### src/sv/data_stack_operation_unit_defines.svh
// ----------------------------------------------------------------------------
// Data stack operation unit: assertion macros
// Shared property wrappers for the checks at the end of the top level.
// ----------------------------------------------------------------------------
`ifndef DATA_STACK_OPERATION_UNIT_DEFINES_SVH
`define DATA_STACK_OPERATION_UNIT_DEFINES_SVH

// The consequent must hold in the same cycle as the antecedent.
`define DSOU_ASSERT_SAME(lbl, ck, rs, ante, cons, msg) \
  lbl: assert property (@(posedge ck) disable iff (rs) (ante) |-> (cons)) \
    else $error(msg);

// The consequent must hold in the cycle after the antecedent.
`define DSOU_ASSERT_NEXT(lbl, ck, rs, ante, cons, msg) \
  lbl: assert property (@(posedge ck) disable iff (rs) (ante) |=> (cons)) \
    else $error(msg);

`endif

### src/sv/dsou_ram.sv
// ----------------------------------------------------------------------------
// Data stack operation unit: generic RAM
// One write port and one read port with registered read data.
// ----------------------------------------------------------------------------
`default_nettype none

module dsou_ram #(
  parameter int WIDTH = 8,
  parameter int DEPTH = 16
) (
  input  wire logic                     clk,
  input  wire logic                     we,
  input  wire logic [$clog2(DEPTH)-1:0] waddr,
  input  wire logic [WIDTH-1:0]         wdata,
  input  wire logic [$clog2(DEPTH)-1:0] raddr,
  output logic      [WIDTH-1:0]         rdata
);

  logic [WIDTH-1:0] mem [DEPTH];

  always_ff @(posedge clk) begin
    if (we) begin
      mem[waddr] <= wdata;
    end
    rdata <= mem[raddr];
  end

endmodule

`default_nettype wire

### config.mk
export PLATFORM = sky130hd
export DESIGN_NAME = dsou_ram
export DESIGN_NICKNAME = d
export VERILOG_FILES = /design/src/sv/data_stack_operation_unit_defines.svh /design/src/sv/dsou_ram.sv
export SDC_FILE = /design/constraint.sdc
export NUM_CORES = 1
export LEC_CHECK = 0
export BUFFER_PORTS_ARGS = -buffer_cell sky130_fd_sc_hd__buf_4
export CORE_UTILIZATION = 40
export DETAILED_ROUTE_END_ITERATION = 10
export GPL_ROUTABILITY_DRIVEN = 1
export MAX_ROUTING_LAYER = met4
export PLACE_DENSITY = 0.65
export SYNTH_ARGS = -nofsm -noshare
export SYNTH_HDL_FRONTEND = slang
export SYNTH_SLANG_ARGS = --single-unit
### constraint.sdc
create_clock -name clk -period 2 [get_ports clk]
set_clock_uncertainty 0.15 [all_clocks]
set_input_delay 0.4 -clock clk [delete_from_list [all_inputs] [get_ports clk]]
set_output_delay 0.4 -clock clk [all_outputs]
set_load 0.02 [all_outputs]
After elaboration in Yosys (flattened, before gate mapping). Memories as Yosys holds them, arrays and structs flattened. A register that Yosys moved wholly into a read port is not among the register bits. Index checks and enable logic that the tools add are counted.

Bits in registers: 0. Bits in writable memories: 128. Bits of input ports: 18. Output and inout bits: 8. Logic and storage cells: 3. Memories kept: 1.

Multiplexer cells: 2.

Memory list: mem (depth 16, bits a word 8, rd ports 1, clocked after memory_dff 1, write ports 1, line dsou_ram.sv:19) `logic [WIDTH-1:0] mem [DEPTH];`.

Operators with widths (number): two-way mux 1 bit (2).

Depth between registers and ports, before layout.
Word-level depth: 2. Mapped depth: 5. Depth with buffers taken out: 3.

Worst setup path after synthesis. OpenSTA, ideal clock, no wires.

Path type: input port to flip-flop. Start: in waddr[2]. End: mem mem[0][0], enable pin. Library setup time: 383 ps. Arrival: 1510 ps. Data required time: 1467 ps. Slack: -43 ps. Cell stages on the path: 2. Buffers on the path: 0. Path through: or3b_2 -> nor3_1.

RTL lines: start, declared (line dsou_ram.sv:13) `input wire logic [$clog2(DEPTH)-1:0] waddr,`; end, declared (line dsou_ram.sv:19).

No word-level cell before the write port.

==> metrics.txt <==
Antenna Cells=0; post-route minimum period=approximately 1600 ps; number of CTS-inserted buffers=17; core area=0.0126 sq mm; critical path class=input pin to flop; root buf cell=clkbuf_16; DR pass1 iterations=4; status=finished, final reports clean; Detailed Route Iter0 Violations=300; CP Cell Sequence=buf_4 -> buf_12 -> mux4_1 -> a22oi_1 -> nand2_1; actual slew at the worst max-slew pin=about 390 ps; clock buffer depth=2; EDFF count, synth=128; Area Growth Syn to Fin=24.9%; Synth Cell Area=between 0.005 and 0.006 sq mm; ys async rst share=0%; Post-Synth XOR/XNOR Area=0%; Max Freq=~630 MHz; WP data required=2140 ps; hold-fix buffer count after cts=0; CTS Sinks=~140; Routability Congestion=a little over 0.7; top post-synthesis cells by area=edfxtp_1 (75%), mux4_2 (7.9%), mux4_1 (7.1%); Resized cells post-CTS=0; predominant post-synthesis flop cell=edfxtp_1; starting density of the core=between 40% and 50%; Post-CTS Setup Repair Bufs=0; max-cap viol count=0; Top Ports=26; vias in the first global route=between 2000 and 3000; Cells after Synth=229; via count=around 2400; RSZ-0062 raised after global routing=false; initial antenna violation count=0; Multi-input gate area=0.00106 sq mm; Slowest cell on crit path=mux4_1; Vias/cell=just over 5; Ys Warns=0; Seq cells post-synth=approximately 140; max incr delay on CP=roughly 600 ps; Min Hold Slack=~150 ps; width of the die=about 120 microns; top-area cell type share of the netlist area=74.7%; cell leakage power=0.00222 uW; DR WL/cell=between 20 and 25 microns; Hold Crit Class=input pin to flop; CTS tree=built; Std-Cell Rows=41; adder-cell area share of the yosys netlist=0%; Final Slew Violations=0; layout cells sized above 1=about a third; largest family of logic cells by synthesized area=multiplexers; post-synthesis simple-gate area fraction=3.18%; Final Hold Vio Count=0; Filler Cell Count=970; Clock transition at path regs=60 ps; Util after Layout=about half; area of the die=approximately 0.013 sq mm; distinct cell type count after synthesis=19; sequential cell area=about 0.0040 sq mm; Slew HR=73.8%; GRT Overall Usage=about 17%; Mapped Avg Cell Area=approximately 22 sq um; Compound-Gate Fraction of Synth Area=under 10%; top cells by count, synth=edfxtp_1 (128), mux4_2 (18), a22oi_1 (16); htree depth=4; post-synthesis mux area share=between 10% and 20%; crit end category=flop; Max VDD drop=between 0.0005 and 0.0006 V; Synthesized Nets=between 200 and 250; port bufs=25; Die H=115 microns; hpwl dp=6260 microns; setup TNS=0 ps; pin count of the biggest net entering global routing=17; CP startpoint kind=input pin; Seq/Total Area, Yosys=~78%; first-pass GRT wire length=14700 microns; most common cell in the netlist=edfxtp_1; WL final=between 9000 and 10000 microns; antenna violation net count after detailed routing=0; Yosys top cell by area=edfxtp_1; Cell Pwr Density=between 1000 and 1500 mW/mm^2; CP Max Fanout=11; Tcrit/Tclk final=~79%; # DRC=0; Setup Viol. Count Final=0; nets=slightly above 300; worst endpoint data arrival time=around 1700 ps; total global routing overflow=0; clk_lat worst skew=roughly 400 ps
layout by cell type (no fill, tap or decap), drive strengths merged, types with 2 or more instances in the layout:
master  instances
nand2b          2
mux4           32
a22oi          16
edfxtp        128
clkbuf         19
nor3            4
dfxtp           8
clkinv          4
buf            50
bufinv          7
nand2           9
nor2           13
nand3b          2
layout make-up:
cell class / instances / area share (%)
timing repair buffer: 50 / 7.00
clock inverter: 13 / 3.83
sequential: 136 / 62.3
tap: 172 / 3.35
clock buffer: 19 / 7.04
multi-input combinational: 83 / 16.5
kinds of logic after synthesis:
kind of cell	after synthesis
and+or+nand+nor	35
DFF	136
AOI/OAI and AO/OA	16
buffers and inverters	10
muxes	32
critical path: cells and delay by family:
kind	cells	cell delay, ps
multiplexers	1	590
buffers and inverters	2	350
AO/OA/AOI/OAI	1	280
AND/OR/NAND/NOR	1	80
power breakdown:
| group | internal (uW) | switching, uW | leakage [uW] | total (uW) |
|---|---|---|---|---|
| logic | 167 | 187 | 0.000650 | 354 |
| registers | 3190 | 19.9 | 0.00122 | 3210 |
| clock network | 2520 | 1100 | 0.000343 | 3620 |
| total | 5880 | 1310 | 0.00222 | 7190 |
stage by stage:
stage                     power, uW  cells  setup slack (ps)  cell area [sq um]
after global routing           7380    473               353               6430
after floorplan                3440    229               184               5150
after global placement         3610    441              47.1               5730
after CTS                      7230    473               425               6430
after detailed placement       3620    441              9.68               5730
final                          7190    473               418               6430
layer usage:
layer	up-vias	wire length, microns	global-route usage (%)
met4	0	182	7.53
li1	1092	-	-
met2	66	4910	27.7
met1	1259	4050	19.1
met5	-	0	-
met3	13	438	4.13
registers in the layout (all words and copies together) (netlist names):
signal / flops
mem: 128
rdata: 8
path summary, 6_finish.rpt:
check | startpoint | to | slack, ps | cells after the start
worst min register to register | mem[12][1]$_DFFE_PP_ | rdata[1]$_DFF_P_ | 530 | 3
worst max-delay path | raddr[0] | rdata[1]$_DFF_P_ | 420 | 5
worst min-delay path | wdata[7] | mem[7][7]$_DFFE_PP_ | 150 | 1
worst max register to register | mem[0][3]$_DFFE_PP_ | rdata[3]$_DFF_P_ | 450 | 3
Note: power is estimated with default switching activity, not from simulation.
